**src/design/iam_sqrt_pipe.sv**
```systemverilog
// Pipelined truncated square root, one root bit per register stage.
// Carries a side payload alongside; depends on nothing else.
module iam_sqrt_pipe #(
  parameter int RW = 50,
  parameter int SW = 1
) (
  input  logic                clk,
  input  logic                rst_n,
  input  logic                en,
  input  logic                in_v,
  input  logic [RW-1:0]       in_rad,
  input  logic [SW-1:0]       in_side,
  output logic                out_v,
  output logic [RW/2-1:0]     out_root,
  output logic [SW-1:0]       out_side
);
  localparam int QW = RW / 2;
  localparam int MW = QW + 2;

  logic          v_r    [QW];
  logic [MW-1:0] rem_r  [QW];
  logic [QW-1:0] q_r    [QW];
  logic [RW-1:0] rad_r  [QW];
  logic [SW-1:0] side_r [QW];

  logic          v_in    [QW];
  logic [MW-1:0] rem_in  [QW];
  logic [QW-1:0] q_in    [QW];
  logic [RW-1:0] rad_in  [QW];
  logic [SW-1:0] side_in [QW];

  for (genvar k = 0; k < QW; k++) begin : g_stage
    logic [MW+1:0] cat;
    logic [MW+1:0] trial;
    logic          ge;
    logic [MW+1:0] diff;

    if (k == 0) begin : g_first
      assign v_in[k]    = in_v;
      assign rem_in[k]  = '0;
      assign q_in[k]    = '0;
      assign rad_in[k]  = in_rad;
      assign side_in[k] = in_side;
    end else begin : g_next
      assign v_in[k]    = v_r[k-1];
      assign rem_in[k]  = rem_r[k-1];
      assign q_in[k]    = q_r[k-1];
      assign rad_in[k]  = rad_r[k-1];
      assign side_in[k] = side_r[k-1];
    end

    assign cat   = {rem_in[k], rad_in[k][RW-1-2*k -: 2]};
    assign trial = {2'b00, q_in[k], 2'b01};
    assign ge    = cat >= trial;
    assign diff  = cat - trial;

    always_ff @(posedge clk) begin
      if (!rst_n) begin
        v_r[k] <= 1'b0;
      end else if (en) begin
        v_r[k] <= v_in[k];
      end
    end

    always_ff @(posedge clk) begin
      if (en) begin
        rem_r[k]  <= ge ? diff[MW-1:0] : cat[MW-1:0];
        q_r[k]    <= {q_in[k][QW-2:0], ge};
        rad_r[k]  <= rad_in[k];
        side_r[k] <= side_in[k];
      end
    end
  end

  assign out_v    = v_r[QW-1];
  assign out_root = q_r[QW-1];
  assign out_side = side_r[QW-1];
endmodule

```
**config.mk**
```make
export PLATFORM = sky130hd
export DESIGN_NAME = iam_sqrt_pipe
export DESIGN_NICKNAME = d
export VERILOG_FILES = /design/src/design/iam_sqrt_pipe.sv
export SDC_FILE = /design/constraint.sdc
export NUM_CORES = 2
export LEC_CHECK = 0
export BUFFER_PORTS_ARGS = -buffer_cell sky130_fd_sc_hd__buf_2
export CELL_PAD_IN_SITES_DETAIL_PLACEMENT = 0
export CELL_PAD_IN_SITES_GLOBAL_PLACEMENT = 1
export CORE_MARGIN = 4
export CORE_UTILIZATION = 53
export CTS_BUF_LIST = sky130_fd_sc_hd__clkbuf_4 sky130_fd_sc_hd__clkbuf_8 sky130_fd_sc_hd__clkbuf_16
export CTS_CLUSTER_SIZE = 14
export DETAILED_ROUTE_END_ITERATION = 7
export GPL_TIMING_DRIVEN = 0
export PLACE_DENSITY = 0.77
export SYNTH_ARGS = -nofsm -noshare
export SYNTH_HDL_FRONTEND = slang
export SYNTH_SLANG_ARGS = --single-unit
```
**constraint.sdc**
```tcl
create_clock -name clk -period 3.7 [get_ports clk]
set_clock_uncertainty 0.1 [all_clocks]
set_input_delay 0.37 -clock clk [delete_from_list [all_inputs] [get_ports clk]]
set_output_delay 0.37 -clock clk [all_outputs]
set_load 0.05 [all_outputs]
```
==> flow_summary.toml <==
[synthesis]
synth-edff-count = 1585
ys_warn_count = 0
ys_types = 91
ys_async_sr_fraction = 0
syn_inst = 5667
ys_seq_area_frac = 0.644
syn_nets = 6074
ys_ff_latch = 1586
avgSynthCellArea_um2 = 13.0
synthFlopType = "edfxtp_1"
synth_area_mm2 = 0.0739

[final_layout]
post-route-util = 0.604
layout.area.seq_mm2 = 0.0476
drive_gt1_frac = 0.0878
num_antenna_cells = 0
nFillCells = 10900
nets = 6387
layout.cells.most_common = "edfxtp_1"
stdcell_count = 7980
final_cell_mix = "edfxtp_1 (1585), inv_1 (462), nand2_1 (375), ha_1 (350), a21oi_1 (302)"
multi_input_area_mm2 = 0.0243
area_delta_synth_final_pct = 12.8

[route]
first_iter_violations = 3017
wire_per_inst_um = 18.3
num_vias = 44100
viasPerCell = 5.53
antenna_left = 0
totalWireLength_um = 146000
drc = 0
dr.pass1.iters = 7

[die]
die_area_mm2 = 0.145
die_y_um = 381
ios = 82
core_region_area_mm2 = 0.138
die_x_um = 381
rows = 136
start_util = 0.536

[worst_setup_path]
reg2reg_depth = 9
endpoint_kind = "flop"
cp_max_fo = 5
worst-setup-path-type = "reg2reg"
critPathArrivalTime_ns = 4.10
worst-endpoint-required_ns = 4.12
startpoint_type = "flop"

[worst_hold_path]
min_path_type = "in2reg"
holdPathStages = 2

[clocking]
cts_sinks = 1586
cts_tree = "done"
clock_path_buffers = 3
numCtsBuffers = 164
clock_latency_ns = 0.79
clkTransAtPathRegs_ns = 0.06
clock-root-buffer = "clkbuf_16"
cts_max_level = 4

[placed_design]
place_congestion = 0.880
dp.cells = 7620
hpwl_um = 105000
io_buffers = 81

[global_routing]
grt_remaining_overflow = 0
antenna_found_initial = 0
grt_max_degree = 187
grt.total_usage = 0.200
grt_pass1_vias = 43100
grt_pass1_wl_um = 232000

[job]
cap_viol_max_count = 0

[power_and_ir_drop]
vdd_drop_max_mv = 0.424
p_per_area_mw_per_mm2 = 592
power_leakage_nw = 31.7

[outcome]
status = "finished, final reports clean"

[timing]
hold_slack_ns = 0.184
max_freq_ghz = 0.272
finalCriticalPeriod_ns = 3.68
timing_worst_slew_pin_value_ns = 1.08
fin_crit_sh = 0.994
final_max_slew_viol_count = 0
hold_viol = 0
finalSetupViolCount = 0
slew_headroom = 0.281
[flip-flops by register name (all words and copies together) (netlist names)]
signal  count
q_r       325
rad_r     600
rem_r     611
side_r     25
v_r        25
[per-layer routing]
layer,vias to the layer above,global-route usage,wire [um]
li1,21800,-,-
met1,21200,0.256,63000
met2,922,0.347,72800
met3,270,0.0318,5890
met4,0,0.0685,4650
met5,-,0,0
[cells by family after synthesis]
family | synth area share
flops | 0.644
simple gates | 0.104
compound gates | 0.0960
buf+inv | 0.0300
xor+xnor | 0.0580
fa+ha+maj | 0.0596
mux | 0.00835
other cells | 0.0000507
[path summary, 6_finish.rpt]
path | startpoint | endpoint | slack (ns)
max | rem_r[10][32]$_DFFE_PP_ | rem_r[11][26]$_DFFE_PP_ | 0.02
min | in_rad[18] | rad_r[0][18]$_DFFE_PP_ | 0.18
max reg2reg | rem_r[10][32]$_DFFE_PP_ | rem_r[11][26]$_DFFE_PP_ | 0.02
min reg2reg | rad_r[2][3]$_DFFE_PP_ | rad_r[2][53]$_DFFE_PP_ | 0.31
[stage by stage]
stage | power (mW) | setup TNS [ns] | worst slack [ns] | instance area [um^2]
after detailed placement | 32.7 | -43.65 | -0.879 | 76900
after global placement | 33.4 | - | -22.28 | 76600
after global routing | 51.9 | -0.182 | -0.0929 | 83300
final | 49.3 | 0 | 0.0216 | 83300
after floorplan | 29.9 | 0 | 0.515 | 73900
after CTS | 49.8 | 0 | 0.0370 | 83200
[final cells by class]
cell class | count | share of cell area
Sequential cell | 1586 | 0.571
Multi-Input combinational cell | 3498 | 0.291
Clock buffer | 192 | 0.0522
Tap cell | 1863 | 0.0280
Inverter | 464 | 0.0209
Clock inverter | 111 | 0.0155
Timing Repair Buffer | 151 | 0.0152
Buffer | 115 | 0.00602
[synth_stat cells (all sizes together) (52+ instances only)]
cell type | instances | area share
clkbuf | 93 | 0.0047
nor3 | 141 | 0.0096
nand4 | 79 | 0.0067
a21oi | 304 | 0.021
nor4 | 83 | 0.0076
nand2b | 65 | 0.0055
or3 | 52 | 0.0044
xnor2 | 288 | 0.034
nor2 | 295 | 0.015
nand2 | 375 | 0.019
nand3 | 92 | 0.0065
a21o | 137 | 0.014
and3 | 53 | 0.0045
edfxtp | 1585 | 0.64
o21a | 73 | 0.0074
inv | 462 | 0.023
ha | 352 | 0.060
o21ai | 301 | 0.020
xor2 | 201 | 0.024
[critical path, stage by stage (launching register included)]
cell,delay (ns)
edfxtp_1,0.42
ha_1,0.39
a21oi_1,0.22
o21ai_0,0.23
a2111oi_1,0.69
o21ai_0,0.26
a31oi_1,0.36
a21oi_1,0.21
o41ai_1,0.40
xor2_1,0.12
[report_power, final]
group | switching [mW] | leakage, nW | internal, mW
combinational | 5.06 | 13.7 | 3.63
sequential | 1.38 | 15.2 | 22.4
clock | 7.00 | 2.76 | 9.81
total | 13.4 | 31.7 | 35.9
[repair_timing]
item,4_1_cts,5_1_grt
hold endpoints to repair,148,0
gates resized for setup,28,40
hold buffers,55,0
endpoints found under the setup margin,173,171
pin swaps,1,3
setup buffers,3,3
Note: power is estimated with default switching activity, not from simulation.
