[config.mk]
export PLATFORM = sky130hd
export DESIGN_NAME = iam_combine
export DESIGN_NICKNAME = d
export VERILOG_FILES = /design/src/design/iam_pkg.sv /design/src/design/iam_combine.sv
export SDC_FILE = /design/constraint.sdc
export NUM_CORES = 2
export LEC_CHECK = 0
export ABC_AREA = 1
export BUFFER_PORTS_ARGS = -buffer_cell sky130_fd_sc_hd__buf_4
export CORE_MARGIN = 2
export CORE_UTILIZATION = 25
export DETAILED_ROUTE_END_ITERATION = 12
export SETUP_SLACK_MARGIN = 0.1
export SKIP_CTS_REPAIR_TIMING = 1
export SLEW_MARGIN = 20
export SYNTH_ARGS = -nofsm -noshare
export SYNTH_HDL_FRONTEND = slang
export SYNTH_SLANG_ARGS = --single-unit
[constraint.sdc]
create_clock -name clk -period 10.1 [get_ports clk]
set_input_delay 1.515 -clock clk [delete_from_list [all_inputs] [get_ports clk]]
set_output_delay 1.515 -clock clk [all_outputs]
set_load 0.02 [all_outputs]
[src/design/iam_pkg.sv]
// Shared constants and the energy width helper for the invariant mass core.
// No dependencies.
package iam_pkg;

  localparam int MASS_BITS = 23;
  localparam int OUT_BITS  = 26;
  localparam logic [OUT_BITS-1:0] OUT_MAX = '1;

  // Energy root width for a given momentum width.
  function automatic int energy_width(input int mom_bits);
    return ((mom_bits > MASS_BITS) ? mom_bits : MASS_BITS) + 1;
  endfunction

endpackage

[src/design/iam_combine.sv]
// Middle stages: energy sum, its square, and the clamped mass radicand.
// Depends on iam_pkg.
module iam_combine #(
  parameter int MB = 24
) (
  input  logic                                  clk,
  input  logic                                  rst_n,
  input  logic                                  en,
  input  logic                                  in_v,
  input  logic [iam_pkg::energy_width(MB)-1:0]  e1,
  input  logic [iam_pkg::energy_width(MB)-1:0]  e2,
  input  logic [2*MB+1:0]                       p2,
  output logic                                  out_v,
  output logic [2*iam_pkg::energy_width(MB)+1:0] rad,
  output logic                                  clamped
);
  import iam_pkg::*;
  localparam int EW = energy_width(MB);
  localparam int FW = 2 * EW + 2;

  logic          va_r, vb_r, vc_r;
  logic [EW:0]   esum_r;
  logic [2*MB+1:0] p2a_r, p2b_r;
  logic [FW-1:0] esq_r;
  logic [FW-1:0] rad_r;
  logic          clamp_r;
  logic [FW:0]   diff;

  assign diff = {1'b0, esq_r} - {1'b0, FW'(p2b_r)};

  always_ff @(posedge clk) begin
    if (!rst_n) begin
      va_r <= 1'b0;
      vb_r <= 1'b0;
      vc_r <= 1'b0;
    end else if (en) begin
      va_r <= in_v;
      vb_r <= va_r;
      vc_r <= vb_r;
    end
  end

  always_ff @(posedge clk) begin
    if (en) begin
      esum_r  <= (EW+1)'(e1) + (EW+1)'(e2);
      p2a_r   <= p2;
      esq_r   <= FW'(esum_r) * FW'(esum_r);
      p2b_r   <= p2a_r;
      rad_r   <= diff[FW] ? '0 : diff[FW-1:0];
      clamp_r <= diff[FW];
    end
  end

  assign out_v   = vc_r;
  assign rad     = rad_r;
  assign clamped = clamp_r;
endmodule

==> reports/results.ini <==
[critical_path]
crit_required_ns = 10.40
r2r_cells = 23
slowest_delay_ns = 0.98
slowest_stage = edfxtp_1
cp_max_fo = 16
cpLargestDelayFamily = adder cells
r2r-start = esum_r[12]$_DFFE_PP_
crit_cells = 23
critPathKind = reg -> reg
r2r_end = esq_r[44]$_DFFE_PP_
critPathLaunchType = flop
crit_buf_inv = 6
endpoint_kind = flop
crit_path_cell_trace = buf_4, nand2_1, inv_1, fa_1, inv_1, fa_1, inv_1, fa_1, fa_1, fa_1, fa_1, inv_1, fa_1, inv_1, ha_1, a21oi_1, o21ai_0, a21oi_1, o21ai_0, nand2_1, nand3_1, nand2_1, nand2_1
critPathArrivalTime_ns = 7.53
reg2reg_slack_ns = 2.87
critPathMostFrequentCell = fa_1

[die]
die_h_um = 372
placement_rows = 135
die_w_um = 372
pin_count = 158
core-area_mm2 = 0.135
start_util = 0.251
die_area_mm2 = 0.139

[drt]
ant_nets = 0
vias_per_cell = 4.19
drtIter0Drc = 1558
vias = 25500
drc = 0
drt-total-wl_mm = 92.1
post_drt_wl_per_cell_um = 15.2
drt-pass1-iter-count = 5

[timing]
finalHoldViolCount = 0
final.setup.tns_ns = 0
fin_crit_sh = 0.716
grt_setup_unrepaired = false
tightest_slew_ns = 0.955
slew_violations = 0
fin_skew_ns = 0.0276
setup_violations = 0
post-route-min-period_ns = 7.23
max_freq_ghz = 0.138
relSlewSlack = 0.363

[logic_synthesis]
yosysSeqAreaShare = 0.205
yosysWarnings = 0
synth_mux_area_frac = 0
avgSynthCellArea_um2 = 8.20
synth_top_family_by_area = adder cells
synthCells = 4138
yosys.area_share.simple = 0.171
ys_types = 42
synth_nets = 5028
syn_area_mm2 = 0.0339
synth_compound_area_frac = 0.0449
synth_fa_ha_area_frac = 0.404
yosys_register_bits = 233
synth_xor_area_frac = 0.0245

[clock_network]
cts_root_buffer = clkbuf_16
cts_made_buffers = 27
htreeDepth = 1
clk_path_buf_depth = 3
clk_pin_slew_ns = 0.06
clkLatencyLatePin_ns = 0.58
clock-sinks = 233
cts_tree = done

[global_route]
gr-usage-met3 = 0.0146
use_met2 = 0.233
grt_first_pass_wirelength_mm = 146
grt.busiest_layer = met2
grt_util_all_layers = 0.134
grt_pass1_vias = 26700
grt_start_max_net_pins = 114
antenna_found_initial = 0
grt_remaining_overflow = 0
grtUsageMet1 = 0.180

[final_layout]
nets = 5160
syn_to_final_growth_pct = 12.4
multiInputGateArea_mm2 = 0.0219
area.sequential_mm2 = 0.00697
drive_gt1_frac = 0.0732
fill_cells = 14600

[job]
drv_cap = 0

[placed_design]
dp_hpwl_mm = 77.2
io_buffers = 157
place_congestion = 0.924

[min_path]
hold_class = reg -> reg
whs_endpoint = p2b_r[36]$_DFFE_PP_
hold_path_depth = 0
holdCritStartpoint = p2a_r[36]$_DFFE_PP_

[outcome]
outcome = completed

## flip-flops by register name, summed over array words and instances (netlist names)
signal   cells
esq_r       51
out_v        1
rad         52
p2a_r       50
va_r         1
vb_r         1
p2b_r       50
esum_r      26
clamped      1
## per-layer routing
layer	vias up	share of wire
li1	12400	-
met1	12300	0.45
met2	677	0.48
met3	114	0.052
met4	0	0.019
met5	-	0
## logic make-up after synthesis
family / Yosys count
xor gates and xnor gates: 95
DFF: 233
adders and majority gates: 786
buffers and inverters: 1343
and+or+nand+nor: 1411
AOI/OAI and AO/OA: 270
## area by class of cell
class,count,share of cell area
clock inverters,21,0.00590
repair buffers,186,0.0379
diodes,2,0.000131
clock buffers,28,0.0178
multi-input cells,2562,0.573
flip-flops and latches,233,0.183
inverters,1260,0.124
well taps,1781,0.0584
## Yosys cell counts
library cell	number	area share
nor4_1	3	0.00055
clkbuf_1	76	0.0084
nor2_4	19	0.0063
a31oi_1	1	0.00018
a21o_1	11	0.0024
edfxtp_1	230	0.20
buf_12	4	0.0024
nor2_8	1	0.00059
nand2_1	981	0.11
dfxtp_1	3	0.0018
o211ai_1	1	0.00022
xnor2_1	24	0.0062
and2_1	4	0.00074
fa_1	515	0.30
nand4_4	1	0.00063
a211oi_1	1	0.00022
o21a_1	7	0.0015
or2_2	2	0.00037
nand3b_4	1	0.00059
nand2_2	15	0.0028
nand3_1	89	0.013
nand4_1	29	0.0053
nor2_1	226	0.025
nand2_4	1	0.00033
inv_1	1246	0.14
xor2_1	71	0.018
buf_2	1	0.00015
nand3b_1	2	0.00044
o21bai_1	21	0.0046
o21ai_0	65	0.0096
inv_2	13	0.0014
o21ai_2	3	0.00077
buf_1	2	0.00022
ha_1	271	0.10
o21ai_1	1	0.00015
a21oi_1	142	0.021
clkinv_2	1	0.00015
a31o_2	1	0.00026
a21oi_2	10	0.0026
nor3_1	23	0.0034
a21boi_0	6	0.0013
nor2_2	14	0.0026
## cells in the final DEF, fill, tap and decap left out, drive strengths merged
cell type / n
a211oi: 1
a21oi: 152
nor4: 3
o21bai: 21
nor2: 260
bufinv: 3
clkinv: 10
a21boi: 6
o211ai: 1
nor3: 23
buf: 186
and2: 4
xor2: 71
xnor2: 24
nand3: 89
edfxtp: 230
o21ai: 69
or2: 2
clkbuf: 28
inv: 1265
a21o: 11
a31o: 1
dfxtp: 3
ha: 271
a31oi: 1
fa: 515
o21a: 7
nand4: 30
nand2: 997
diode: 2
nand3b: 3
clkinvlp: 3
## per-stage QoR
stage	util	std cells	hold WS (ns)	setup WS, ns	instance area [um2]
2_1_floorplan	-	4138	0.400	3.89	33900
3_3_place_gp	0.275	6018	0.404	2.71	37200
3_5_place_dp	0.275	6021	0.405	2.90	37200
4_1_cts	0.282	6070	0.420	2.85	38100
5_1_grt	0.282	6071	0.424	2.53	38100
6_report	0.282	6073	0.418	2.87	38100
## worst max-delay path by stage
stage	slack (ns)	endpoint	from
finish	2.87	esq_r[44]$_DFFE_PP_	esum_r[12]$_DFFE_PP_
global route	2.53	esq_r[47]$_DFFE_PP_	esum_r[12]$_DFFE_PP_
CTS	2.85	esq_r[44]$_DFFE_PP_	esum_r[12]$_DFFE_PP_
detailed placement	2.90	esq_r[44]$_DFFE_PP_	esum_r[12]$_DFFE_PP_
global placement	2.71	esq_r[44]$_DFFE_PP_	esum_r[4]$_DFFE_PP_
floorplan	3.89	esq_r[45]$_DFFE_PP_	esum_r[4]$_DFFE_PP_
Power is left out: the tool's default activity adds up to more than one toggle a clock period on the data nets, which glitch-free logic cannot reach.
